==> config.mk <==
export PLATFORM = sky130hd
export DESIGN_NAME = ratiometric_trimmed_mean_pedal_filter_unit
export DESIGN_NICKNAME = d
export VERILOG_FILES = /design/src/hw/rtl/rtmpf_pkg.sv /design/src/hw/rtl/rtmpf_ram.sv /design/src/hw/rtl/rtmpf_div.sv /design/src/hw/rtl/rtmpf_lane.sv /design/src/hw/rtl/ratiometric_trimmed_mean_pedal_filter_unit.sv
export SDC_FILE = /design/constraint.sdc
export NUM_CORES = 2
export LEC_CHECK = 0
export ABC_AREA = 1
export BUFFER_PORTS_ARGS = -buffer_cell sky130_fd_sc_hd__buf_2
export CAP_MARGIN = 10
export CORE_MARGIN = 2
export CORE_UTILIZATION = 45
export DETAILED_ROUTE_END_ITERATION = 10
export GPL_ROUTABILITY_DRIVEN = 0
export GPL_TIMING_DRIVEN = 0
export PLACE_DENSITY = 0.64
export SYNTH_ARGS = -nofsm -noshare
export SYNTH_HDL_FRONTEND = slang
export SYNTH_HIERARCHICAL = 1
export SYNTH_SLANG_ARGS = --single-unit
==> constraint.sdc <==
create_clock -name clk -period 17.3 [get_ports clk]
set_input_delay 3.46 -clock clk [delete_from_list [all_inputs] [get_ports clk]]
set_output_delay 3.46 -clock clk [all_outputs]
set_load 0.03 [all_outputs]
==> src/hw/rtl/rtmpf_pkg.sv <==
// shared types and constants of the ratiometric trimmed-mean pedal filter
// no dependencies
`default_nettype none

package rtmpf_pkg;

	localparam int SAMPLE_W = 12;
	localparam int POS_W    = 16;
	localparam int DIVD_W   = 28;
	localparam int DIVS_W   = 12;
	localparam int QUO_W    = 16;

	typedef logic [SAMPLE_W-1:0] sample_t;
	typedef logic [POS_W-1:0]    pos_t;

	localparam sample_t FULL_SCALE = 12'd4095;
	localparam pos_t    SPAN       = 16'd65534;
	// -32767 in two's complement
	localparam pos_t    POS_MIN    = 16'h8001;
	// start value of the running minimums, above any sample
	localparam logic [SAMPLE_W:0] LO_INIT = 13'h1000;

	typedef enum logic [1:0] {
		REG_ACCEL_LOW  = 2'd0,
		REG_ACCEL_HIGH = 2'd1,
		REG_BRAKE_LOW  = 2'd2,
		REG_BRAKE_HIGH = 2'd3
	} reg_idx_t;

	// control from the merge stage to one lane
	typedef struct packed {
		logic    start;
		logic    ack;
		sample_t supply;
		sample_t pedal;
		sample_t cal_low;
		sample_t cal_high;
	} lane_ctl_t;

	// status from one lane back to the merge stage
	typedef struct packed {
		logic idle;
		logic done;
		pos_t position;
	} lane_st_t;

endpackage

`default_nettype wire

==> src/hw/rtl/rtmpf_ram.sv <==
// generic simple dual-port ram, one write and one registered read port
// no dependencies
`default_nettype none

module rtmpf_ram #(
	parameter int WIDTH = 12,
	parameter int DEPTH = 20
) (
	input  logic                     clk,
	input  logic                     we,
	input  logic [$clog2(DEPTH)-1:0] waddr,
	input  logic [WIDTH-1:0]         wdata,
	input  logic                     re,
	input  logic [$clog2(DEPTH)-1:0] raddr,
	output logic [WIDTH-1:0]         rdata
);

	logic [WIDTH-1:0] mem_q [DEPTH];
	logic [WIDTH-1:0] rdata_q;

	always_ff @(posedge clk) begin
		if (we) begin
			mem_q[waddr] <= wdata;
		end
		if (re) begin
			rdata_q <= mem_q[raddr];
		end
	end

	assign rdata = rdata_q;

endmodule

`default_nettype wire

==> src/hw/rtl/rtmpf_div.sv <==
// serial restoring divider, one quotient bit per cycle, 12 or 16 quotient bits
// depends on rtmpf_pkg
`default_nettype none

module rtmpf_div import rtmpf_pkg::*; (
	input  logic              clk,
	input  logic              arst_n,
	input  logic              start,
	input  logic              wide,
	input  logic [DIVD_W-1:0] dividend,
	input  logic [DIVS_W-1:0] divisor,
	output logic              done,
	output logic [QUO_W-1:0]  quotient
);

	// caller guarantees dividend < divisor << (wide ? 16 : 12)
	logic              busy_q;
	logic              done_q;
	logic              wide_q;
	logic [4:0]        cnt_q;
	logic [DIVS_W-1:0] rem_q;
	logic [DIVS_W-1:0] dvs_q;
	logic [QUO_W-1:0]  dq_q;
	logic [DIVS_W:0]   trial;
	logic              fits;

	assign trial = {rem_q, dq_q[QUO_W-1]};
	assign fits  = trial >= {1'b0, dvs_q};

	always_ff @(posedge clk or negedge arst_n) begin
		if (!arst_n) begin
			busy_q <= 1'b0;
			done_q <= 1'b0;
			wide_q <= 1'b0;
			cnt_q  <= '0;
			rem_q  <= '0;
			dvs_q  <= '0;
			dq_q   <= '0;
		end else begin
			done_q <= 1'b0;
			if (start) begin
				busy_q <= 1'b1;
				wide_q <= wide;
				dvs_q  <= divisor;
				if (wide) begin
					cnt_q <= 5'd16;
					rem_q <= dividend[27:16];
					dq_q  <= dividend[15:0];
				end else begin
					cnt_q <= 5'd12;
					rem_q <= dividend[23:12];
					dq_q  <= {dividend[11:0], 4'b0000};
				end
			end else if (busy_q) begin
				rem_q <= fits ? DIVS_W'(trial - {1'b0, dvs_q}) : trial[DIVS_W-1:0];
				dq_q  <= {dq_q[QUO_W-2:0], fits};
				cnt_q <= cnt_q - 5'd1;
				if (cnt_q == 5'd1) begin
					busy_q <= 1'b0;
					done_q <= 1'b1;
				end
			end
		end
	end

	assign done     = done_q;
	assign quotient = wide_q ? dq_q : {4'b0000, dq_q[11:0]};

endmodule

`default_nettype wire

==> src/hw/rtl/rtmpf_lane.sv <==
// one pedal channel: ratiometric scaling, rolling window, trimmed mean, mapping
// depends on rtmpf_pkg, rtmpf_ram, rtmpf_div
`default_nettype none

module rtmpf_lane import rtmpf_pkg::*; #(
	parameter int FILTER_DEPTH = 20
) (
	input  logic                            clk,
	input  logic                            arst_n,
	input  lane_ctl_t                       ctl,
	input  logic [$clog2(FILTER_DEPTH)-1:0] slot,
	input  logic [$clog2(FILTER_DEPTH+1)-1:0] fill,
	output lane_st_t                        st
);

	localparam int SLOT_W = $clog2(FILTER_DEPTH);
	localparam int FILL_W = $clog2(FILTER_DEPTH + 1);
	localparam int TOT_W  = $clog2(FILTER_DEPTH * 4096);
	localparam logic [SLOT_W-1:0] LAST_IDX = SLOT_W'(FILTER_DEPTH - 1);
	// mean = floor(tot * MEAN_REC / 2**MEAN_SH), exact for every TOT_W-bit total
	localparam int MEAN_L  = $clog2(FILTER_DEPTH - 4);
	localparam int MEAN_SH = TOT_W + MEAN_L;
	localparam int REC_W   = TOT_W + 1;
	localparam int PROD_W  = TOT_W + REC_W;
	localparam logic [REC_W-1:0] MEAN_REC =
		REC_W'(((64'd1 << MEAN_SH) + 64'(FILTER_DEPTH - 5)) / 64'(FILTER_DEPTH - 4));

	typedef enum logic [3:0] {
		L_IDLE, L_CSTART, L_CWAIT, L_WRITE, L_SWEEP, L_TRIM,
		L_MEAN, L_MAP, L_XSTART, L_XWAIT, L_DONE
	} lane_state_t;

	lane_state_t         state_q;
	sample_t             supply_q;
	sample_t             pedal_q;
	sample_t             comp_q;
	sample_t             mean_q;
	logic [SLOT_W-1:0]   slot_q;
	logic [FILL_W-1:0]   fill_q;
	logic [SLOT_W-1:0]   cnt_q;
	logic                issuing_q;
	logic                take_s1;
	logic                vld_s1;
	logic [TOT_W-1:0]    tot_q;
	sample_t             hi1_q;
	sample_t             hi2_q;
	logic [SAMPLE_W:0]   lo1_q;
	logic [SAMPLE_W:0]   lo2_q;
	logic [DIVD_W-1:0]   num_q;
	sample_t             span_q;
	pos_t                pos_q;

	logic                ram_we;
	logic                ram_re;
	sample_t             ram_rdata;
	sample_t             elem;
	logic [SAMPLE_W:0]   elem_x;
	logic [13:0]         drop_sum;
	logic [23:0]         comp_num;
	logic [PROD_W-1:0]   mean_prod;
	sample_t             level;
	logic                div_start;
	logic                div_wide;
	logic [DIVD_W-1:0]   div_dividend;
	logic [DIVS_W-1:0]   div_divisor;
	logic                div_done;
	logic [QUO_W-1:0]    div_quo;

	// pedal already clamped to the supply, times 4095
	assign comp_num = {pedal_q, 12'b0} - 24'(pedal_q);

	// entries past the fill count are read as zero, whatever the ram holds
	assign elem     = vld_s1 ? ram_rdata : '0;
	assign elem_x   = {1'b0, elem};
	assign drop_sum = 14'(hi1_q) + 14'(hi2_q) + 14'(lo1_q[SAMPLE_W-1:0])
		+ 14'(lo2_q[SAMPLE_W-1:0]);

	// trimmed total over FILTER_DEPTH - 4 by reciprocal multiply
	assign mean_prod = PROD_W'(tot_q) * PROD_W'(MEAN_REC);

	always_comb begin
		if (mean_q < ctl.cal_low) begin
			level = ctl.cal_low;
		end else if (mean_q > ctl.cal_high) begin
			level = ctl.cal_high;
		end else begin
			level = mean_q;
		end
	end

	assign ram_we    = state_q == L_WRITE;
	assign ram_re    = (state_q == L_SWEEP) && issuing_q;
	assign div_start = (state_q == L_CSTART) || (state_q == L_XSTART);

	always_comb begin
		case (state_q)
			L_CSTART: begin
				div_wide     = 1'b0;
				div_dividend = DIVD_W'(comp_num);
				div_divisor  = supply_q;
			end
			default: begin
				div_wide     = 1'b1;
				div_dividend = num_q;
				div_divisor  = span_q;
			end
		endcase
	end

	rtmpf_ram #(
		.WIDTH(SAMPLE_W),
		.DEPTH(FILTER_DEPTH)
	) u_window (
		.clk   (clk),
		.we    (ram_we),
		.waddr (slot_q),
		.wdata (comp_q),
		.re    (ram_re),
		.raddr (cnt_q),
		.rdata (ram_rdata)
	);

	rtmpf_div u_div (
		.clk      (clk),
		.arst_n   (arst_n),
		.start    (div_start),
		.wide     (div_wide),
		.dividend (div_dividend),
		.divisor  (div_divisor),
		.done     (div_done),
		.quotient (div_quo)
	);

	always_ff @(posedge clk or negedge arst_n) begin
		if (!arst_n) begin
			state_q   <= L_IDLE;
			supply_q  <= '0;
			pedal_q   <= '0;
			comp_q    <= '0;
			mean_q    <= '0;
			slot_q    <= '0;
			fill_q    <= '0;
			cnt_q     <= '0;
			issuing_q <= 1'b0;
			take_s1   <= 1'b0;
			vld_s1    <= 1'b0;
			tot_q     <= '0;
			hi1_q     <= '0;
			hi2_q     <= '0;
			lo1_q     <= LO_INIT;
			lo2_q     <= LO_INIT;
			num_q     <= '0;
			span_q    <= '0;
			pos_q     <= POS_MIN;
		end else begin
			unique case (state_q)
				L_IDLE: begin
					if (ctl.start) begin
						supply_q <= ctl.supply;
						pedal_q  <= (ctl.pedal > ctl.supply) ? ctl.supply : ctl.pedal;
						slot_q   <= slot;
						fill_q   <= fill;
						comp_q   <= '0;
						state_q  <= (ctl.supply == '0) ? L_WRITE : L_CSTART;
					end
				end
				L_CSTART: begin
					state_q <= L_CWAIT;
				end
				L_CWAIT: begin
					if (div_done) begin
						comp_q  <= div_quo[SAMPLE_W-1:0];
						state_q <= L_WRITE;
					end
				end
				L_WRITE: begin
					cnt_q     <= '0;
					issuing_q <= 1'b1;
					take_s1   <= 1'b0;
					tot_q     <= '0;
					hi1_q     <= '0;
					hi2_q     <= '0;
					lo1_q     <= LO_INIT;
					lo2_q     <= LO_INIT;
					state_q   <= L_SWEEP;
				end
				L_SWEEP: begin
					// the accumulate step takes each read in the cycle after it is issued
					take_s1 <= issuing_q;
					vld_s1  <= FILL_W'(cnt_q) < fill_q;
					if (issuing_q) begin
						if (cnt_q == LAST_IDX) begin
							issuing_q <= 1'b0;
						end else begin
							cnt_q <= cnt_q + 1'b1;
						end
					end
					if (take_s1) begin
						tot_q <= tot_q + TOT_W'(elem);
						if (elem > hi1_q) begin
							hi2_q <= hi1_q;
							hi1_q <= elem;
						end else if (elem > hi2_q) begin
							hi2_q <= elem;
						end
						if (elem_x < lo1_q) begin
							lo2_q <= lo1_q;
							lo1_q <= elem_x;
						end else if (elem_x < lo2_q) begin
							lo2_q <= elem_x;
						end
					end
					if (!issuing_q && !take_s1) begin
						state_q <= L_TRIM;
					end
				end
				L_TRIM: begin
					tot_q   <= tot_q - TOT_W'(drop_sum);
					state_q <= L_MEAN;
				end
				L_MEAN: begin
					mean_q  <= mean_prod[MEAN_SH +: SAMPLE_W];
					state_q <= L_MAP;
				end
				L_MAP: begin
					if (ctl.cal_high <= ctl.cal_low) begin
						pos_q   <= POS_MIN;
						state_q <= L_DONE;
					end else begin
						num_q   <= DIVD_W'(level - ctl.cal_low) * DIVD_W'(SPAN);
						span_q  <= ctl.cal_high - ctl.cal_low;
						state_q <= L_XSTART;
					end
				end
				L_XSTART: begin
					state_q <= L_XWAIT;
				end
				L_XWAIT: begin
					if (div_done) begin
						pos_q   <= div_quo + POS_MIN;
						state_q <= L_DONE;
					end
				end
				L_DONE: begin
					if (ctl.ack) begin
						state_q <= L_IDLE;
					end
				end
				default: begin
					state_q <= L_IDLE;
				end
			endcase
		end
	end

	assign st.idle     = state_q == L_IDLE;
	assign st.done     = state_q == L_DONE;
	assign st.position = pos_q;

endmodule

`default_nettype wire

==> src/hw/rtl/ratiometric_trimmed_mean_pedal_filter_unit.sv <==
// top level of the ratiometric trimmed-mean pedal filter
// depends on rtmpf_pkg, rtmpf_lane (which uses rtmpf_ram and rtmpf_div)
//
// s_axis carries one sample set per item: supply, accelerator and brake readings;
// m_axis returns one item per input item with the filtered, calibrated accelerator
// and brake positions as signed 16-bit values. the apb port holds four 12-bit
// calibration registers at byte addresses 0, 4, 8 and 12 (accel low, accel high,
// brake low, brake high); write them only while the block is idle.
// two lanes, one per pedal, start together; the merge stage waits for both and
// loads the output register. between accept and m_axis_tvalid an item goes through
// a 12-step serial divide for the supply ratio, a pass of FILTER_DEPTH reads over
// the window ram, a reciprocal multiply for the mean and a 16-step divide for the
// calibration map. zero supply skips the first divide; a lane with an empty or
// inverted range skips the last and waits for the other. one item is in the lanes
// at a time, so the next item is accepted only after both lanes hand theirs over.
// reset empties both windows (every entry reads as zero until written), sets the
// write slot to zero and the calibration to 0..4095. while the receiver stalls the
// finished item waits in the output register and the next item is still taken and
// worked on; the lanes then hold their result until the output register frees up.
`default_nettype none

module ratiometric_trimmed_mean_pedal_filter_unit import rtmpf_pkg::*; #(
	parameter int FILTER_DEPTH = 20
) (
	input  logic        clk,
	input  logic        arst_n,
	// sample set in
	input  logic        s_axis_tvalid,
	output logic        s_axis_tready,
	input  logic [39:0] s_axis_tdata,  // supply_sample[11:0], accel_sample[23:12],
	                                   // brake_sample[35:24], zero [39:36]
	// positions out
	output logic        m_axis_tvalid,
	input  logic        m_axis_tready,
	output logic [31:0] m_axis_tdata,  // accel_position[15:0], brake_position[31:16]
	// calibration registers
	input  logic        psel,
	input  logic        penable,
	input  logic        pwrite,
	input  logic [3:0]  paddr,
	input  logic [31:0] pwdata,
	output logic [31:0] prdata,
	output logic        pready
);

	localparam int SLOT_W = $clog2(FILTER_DEPTH);
	localparam int FILL_W = $clog2(FILTER_DEPTH + 1);
	localparam logic [SLOT_W-1:0] LAST_SLOT = SLOT_W'(FILTER_DEPTH - 1);
	localparam logic [FILL_W-1:0] FULL_FILL = FILL_W'(FILTER_DEPTH);

	// calibration registers
	sample_t accel_low_q;
	sample_t accel_high_q;
	sample_t brake_low_q;
	sample_t brake_high_q;

	// window bookkeeping shared by both lanes
	logic [SLOT_W-1:0] slot_q;
	logic [FILL_W-1:0] fill_q;
	logic [FILL_W-1:0] fill_next;

	// output register
	logic        m_valid_q;
	logic [31:0] m_data_q;

	logic      in_accept;
	logic      cfg_write;
	reg_idx_t  cfg_idx;
	logic      merge;
	lane_ctl_t ctl_accel;
	lane_ctl_t ctl_brake;
	lane_st_t  st_accel;
	lane_st_t  st_brake;

	// ---------------- configuration port ----------------
	assign pready    = 1'b1;
	assign cfg_write = psel && penable && pwrite && pready;
	// byte offset within a word is ignored
	assign cfg_idx   = reg_idx_t'(paddr[3:2]);

	always_ff @(posedge clk or negedge arst_n) begin
		if (!arst_n) begin
			accel_low_q  <= '0;
			accel_high_q <= FULL_SCALE;
			brake_low_q  <= '0;
			brake_high_q <= FULL_SCALE;
		end else if (cfg_write) begin
			unique case (cfg_idx)
				REG_ACCEL_LOW:  accel_low_q  <= pwdata[SAMPLE_W-1:0];
				REG_ACCEL_HIGH: accel_high_q <= pwdata[SAMPLE_W-1:0];
				REG_BRAKE_LOW:  brake_low_q  <= pwdata[SAMPLE_W-1:0];
				REG_BRAKE_HIGH: brake_high_q <= pwdata[SAMPLE_W-1:0];
				default: ;
			endcase
		end
	end

	always_comb begin
		unique case (cfg_idx)
			REG_ACCEL_LOW:  prdata = 32'(accel_low_q);
			REG_ACCEL_HIGH: prdata = 32'(accel_high_q);
			REG_BRAKE_LOW:  prdata = 32'(brake_low_q);
			REG_BRAKE_HIGH: prdata = 32'(brake_high_q);
			default:        prdata = '0;
		endcase
	end

	// ---------------- input side ----------------
	// a new item enters once both lanes have handed their last result over
	assign s_axis_tready = st_accel.idle && st_brake.idle;
	assign in_accept     = s_axis_tvalid && s_axis_tready;

	// entries below the fill count have been written since reset
	assign fill_next = (fill_q == FULL_FILL) ? fill_q : fill_q + 1'b1;

	always_ff @(posedge clk or negedge arst_n) begin
		if (!arst_n) begin
			slot_q <= '0;
			fill_q <= '0;
		end else if (in_accept) begin
			slot_q <= (slot_q == LAST_SLOT) ? '0 : slot_q + 1'b1;
			fill_q <= fill_next;
		end
	end

	// ---------------- lanes ----------------
	assign ctl_accel.start    = in_accept;
	assign ctl_accel.ack      = merge;
	assign ctl_accel.supply   = s_axis_tdata[11:0];
	assign ctl_accel.pedal    = s_axis_tdata[23:12];
	assign ctl_accel.cal_low  = accel_low_q;
	assign ctl_accel.cal_high = accel_high_q;

	assign ctl_brake.start    = in_accept;
	assign ctl_brake.ack      = merge;
	assign ctl_brake.supply   = s_axis_tdata[11:0];
	assign ctl_brake.pedal    = s_axis_tdata[35:24];
	assign ctl_brake.cal_low  = brake_low_q;
	assign ctl_brake.cal_high = brake_high_q;

	rtmpf_lane #(
		.FILTER_DEPTH(FILTER_DEPTH)
	) u_lane_accel (
		.clk    (clk),
		.arst_n (arst_n),
		.ctl    (ctl_accel),
		.slot   (slot_q),
		.fill   (fill_next),
		.st     (st_accel)
	);

	rtmpf_lane #(
		.FILTER_DEPTH(FILTER_DEPTH)
	) u_lane_brake (
		.clk    (clk),
		.arst_n (arst_n),
		.ctl    (ctl_brake),
		.slot   (slot_q),
		.fill   (fill_next),
		.st     (st_brake)
	);

	// ---------------- merge and output register ----------------
	// wait until both lanes are done; load when the output register is free
	assign merge = st_accel.done && st_brake.done && (!m_valid_q || m_axis_tready);

	always_ff @(posedge clk or negedge arst_n) begin
		if (!arst_n) begin
			m_valid_q <= 1'b0;
			m_data_q  <= '0;
		end else if (merge) begin
			m_valid_q <= 1'b1;
			m_data_q  <= {st_brake.position, st_accel.position};
		end else if (m_axis_tready) begin
			m_valid_q <= 1'b0;
		end
	end

	assign m_axis_tvalid = m_valid_q;
	assign m_axis_tdata  = m_data_q;

endmodule

`default_nettype wire

==> impl_results.md <==
* Io pins at 150
* CTS tree: built
* Height of the die at 394 um
* Clock Tree Root: clkbuf_16
* Count of unique library cells instantiated by Yosys at 76
* Largest net degree at the start of global routing at 121
* Std cell rows at 143
* Max transition margin at 0.178
* Register area share after synthesis at 0.430
* Post-Syn Area per Cell at 8.71 um^2
* Number of clock sinks at 1073
* Initial drt markers at 4741
* Worst Tran Pin Value at 1.23 ns
* Die area at 155000 um^2
* Syn. warnings at 6
* Status: finished clean
* Crit Path Class: reg2reg
* # setup viols final at 0
* CP Max Fanout at 10
* Worst Setup Start Kind: flip-flop
* Unrepaired setup endpoints after global routing: no
* Fin crit period at 9.85 ns
* Vias post-DR at 55579
* Synth Flop Type: dfrtp_1
* Post-Route Utilization at 0.500
* Worst path arrival time at 10.42 ns
* Worst slack, placed at 7.61 ns
* Antenna-violating nets left at 0
* Setup crit end kind: flip-flop
* Dpl hpwl at 150000 um
* DR WL/cell at 19.2 um
* TritonCTS Buffers at 115
* First-pass GRT wire length at 307000 um
* DRC violations left at 0
* Layout Skew at 0.0947 ns
* Ys async rst share at 0.530
* Worst Path Buf+Inv at 7
* Die X at 394 um
* Core Area at 151000 um^2
* CP required at 17.87 ns
* Max frequency at 102 MHz
* Via density at 5.44
* Gr usage total at 0.250
* Final non-filler cell total at 10221
* Post-synth EDFFs at 504
* Final WL at 196000 um
* # nets final at 8878
* Gr ovfl total at 0
* Final WS setup at 7.45 ns
* Seq cells post-synth at 1073
* Worst path max stage delay at 0.62 ns
* H-tree depth at 3
* Initial Utilization at 0.452
* Cell family with most CP delay: adder cells
* Hold-fix buffer count after cts at 0
* Initial antenna violation count at 8
* Final-report max-slew violation count at 0
* Crit-path slowest cell: dfstp_2
* Hold Crit Class: reg2reg
* Final Hold Vio Count at 0
* IO Port Bufs at 102
* Clock Path Buffers at 3
* Max cap viols at 0
* First-pass detailed-route iteration total at 8
* Post-Syn Area at 68300 um^2
* Number of global-route vias before repair at 54776
* Share of layout cells above drive strength 1 at 0.0802
* Post-cts sizing count at 0
* Worst-path clk slew at 0.06 ns
* Cells after synthesis at 7845
* # Post-CTS Setup Buffers at 0
* Setup tns final at 0 ns
* Area added between synthesis and finish at 10.7%
* Period utilization at 0.569
* Placed cell count at 10003
* Clock Latency Late Sink at 0.80 ns
stage by stage:
step           area [um^2]  hold WS (ns)
3_3_place_gp         71500         0.462
4_1_cts              75600         0.430
6_report             75700         0.436
2_1_floorplan        68400         0.442
5_1_grt              75700         0.478
3_5_place_dp         71700         0.455
cell usage in the layout, fill, tap and decap left out, drive strengths merged, types with 6 or more instances in the layout:
master   instances
o31ai           15
dfrtp          537
xnor2           56
nand4           72
or2             21
a211oi          17
nor4            13
edfxtp         504
bufinv          17
o22ai           51
nor2           496
a221oi          27
a31oi           46
nand3b           6
xor2            54
a21o            11
o211ai          61
a41oi           17
o2111ai         26
clkinv          54
nor3            63
o21a            15
ha             415
o21bai          24
a21boi           7
conb            21
dfstp           32
fa             286
clkbuf         271
inv           1058
o21ai          576
o311ai           7
nand3          610
a21oi          382
nand2         1979
buf            297
path summary, 6_finish.rpt:
kind                       cells past startpoint                                  end  slack (ns)                         startpoint
setup / recovery                              39   u_lane_accel/num_q[25]$_DFFE_PN0P_        7.45        accel_high_q[9]$_DFFE_PN1P_
hold / removal                                 2         m_axis_tdata[25]$_DFFE_PN0P_        0.44  u_lane_brake/pos_q[9]$_DFFE_PN0P_
setup reg to reg                              39   u_lane_accel/num_q[25]$_DFFE_PN0P_        7.45        accel_high_q[9]$_DFFE_PN1P_
hold reg to reg                                2         m_axis_tdata[25]$_DFFE_PN0P_        0.44  u_lane_brake/pos_q[9]$_DFFE_PN0P_
max in group asynchronous                      4  u_lane_accel/comp_q[10]$_DFFE_PN0P_       12.80                             arst_n
min in group asynchronous                      1    u_lane_brake/lo2_q[5]$_DFFE_PN0P_        2.58                             arst_n
metal layers:
layer / vias to the layer above / part of all wire / GRT usage
met5: - / 0.00023 / 0
met4: 6 / 0.034 / 0.0880
met3: 391 / 0.075 / 0.0472
met2: 2038 / 0.46 / 0.402
met1: 26729 / 0.43 / 0.339
li1: 26415 / - / -
cells by family after synthesis:
group,synth area share
other,0.000110
and+or+nand+nor,0.203
muxes,0.00112
AOI/OAI and AO/OA,0.109
DFF,0.430
adders and majority gates,0.160
xor gates and xnor gates,0.0143
buffers and inverters,0.0823
sequential cells by signal (all words and copies together) (netlist names), 27 cells and up:
signal and cells:
m_axis_tdata 32, u_lane_accel/num_q 27, u_lane_accel/u_window/mem_q 240, u_lane_brake/num_q 27
u_lane_brake/u_window/mem_q 240
Yosys cell counts, drive strengths merged (46+ instances only):
master     n  area share
nand2   1979        0.11
o211ai    61      0.0067
nand3    610       0.046
a31oi     46      0.0042
a21oi    382       0.029
nor3      63      0.0057
nor2     496       0.029
edfxtp   504        0.22
clkbuf   130      0.0072
inv     1056       0.058
fa       286       0.084
xor2      54      0.0070
dfrtp    537        0.20
o22ai     51      0.0047
ha       415       0.076
o21ai    576       0.043
xnor2     56      0.0073
nand4     72      0.0066
buf      184       0.017
cell type report:
class                   instances  area, um^2
plain buffers                 314        1630
well taps                    2030        2540
fillers                     14266       75700
repair buffers                113         731
multi-input cells            5413       33400
clock inverters                69         942
flip-flops and latches       1073       29400
inverters                    1064        4000
diodes                          4        10.0
clock buffers                 141        3030
tightest hold or removal path, cell delays in order (launching register included):
cell	delay, ns
dfrtp_1	0.35
nand2_1	0.06
nand2_1	0.05
Power is not shown: default switching activity piles up to over one toggle a cycle in this logic, so the estimate is an artifact.
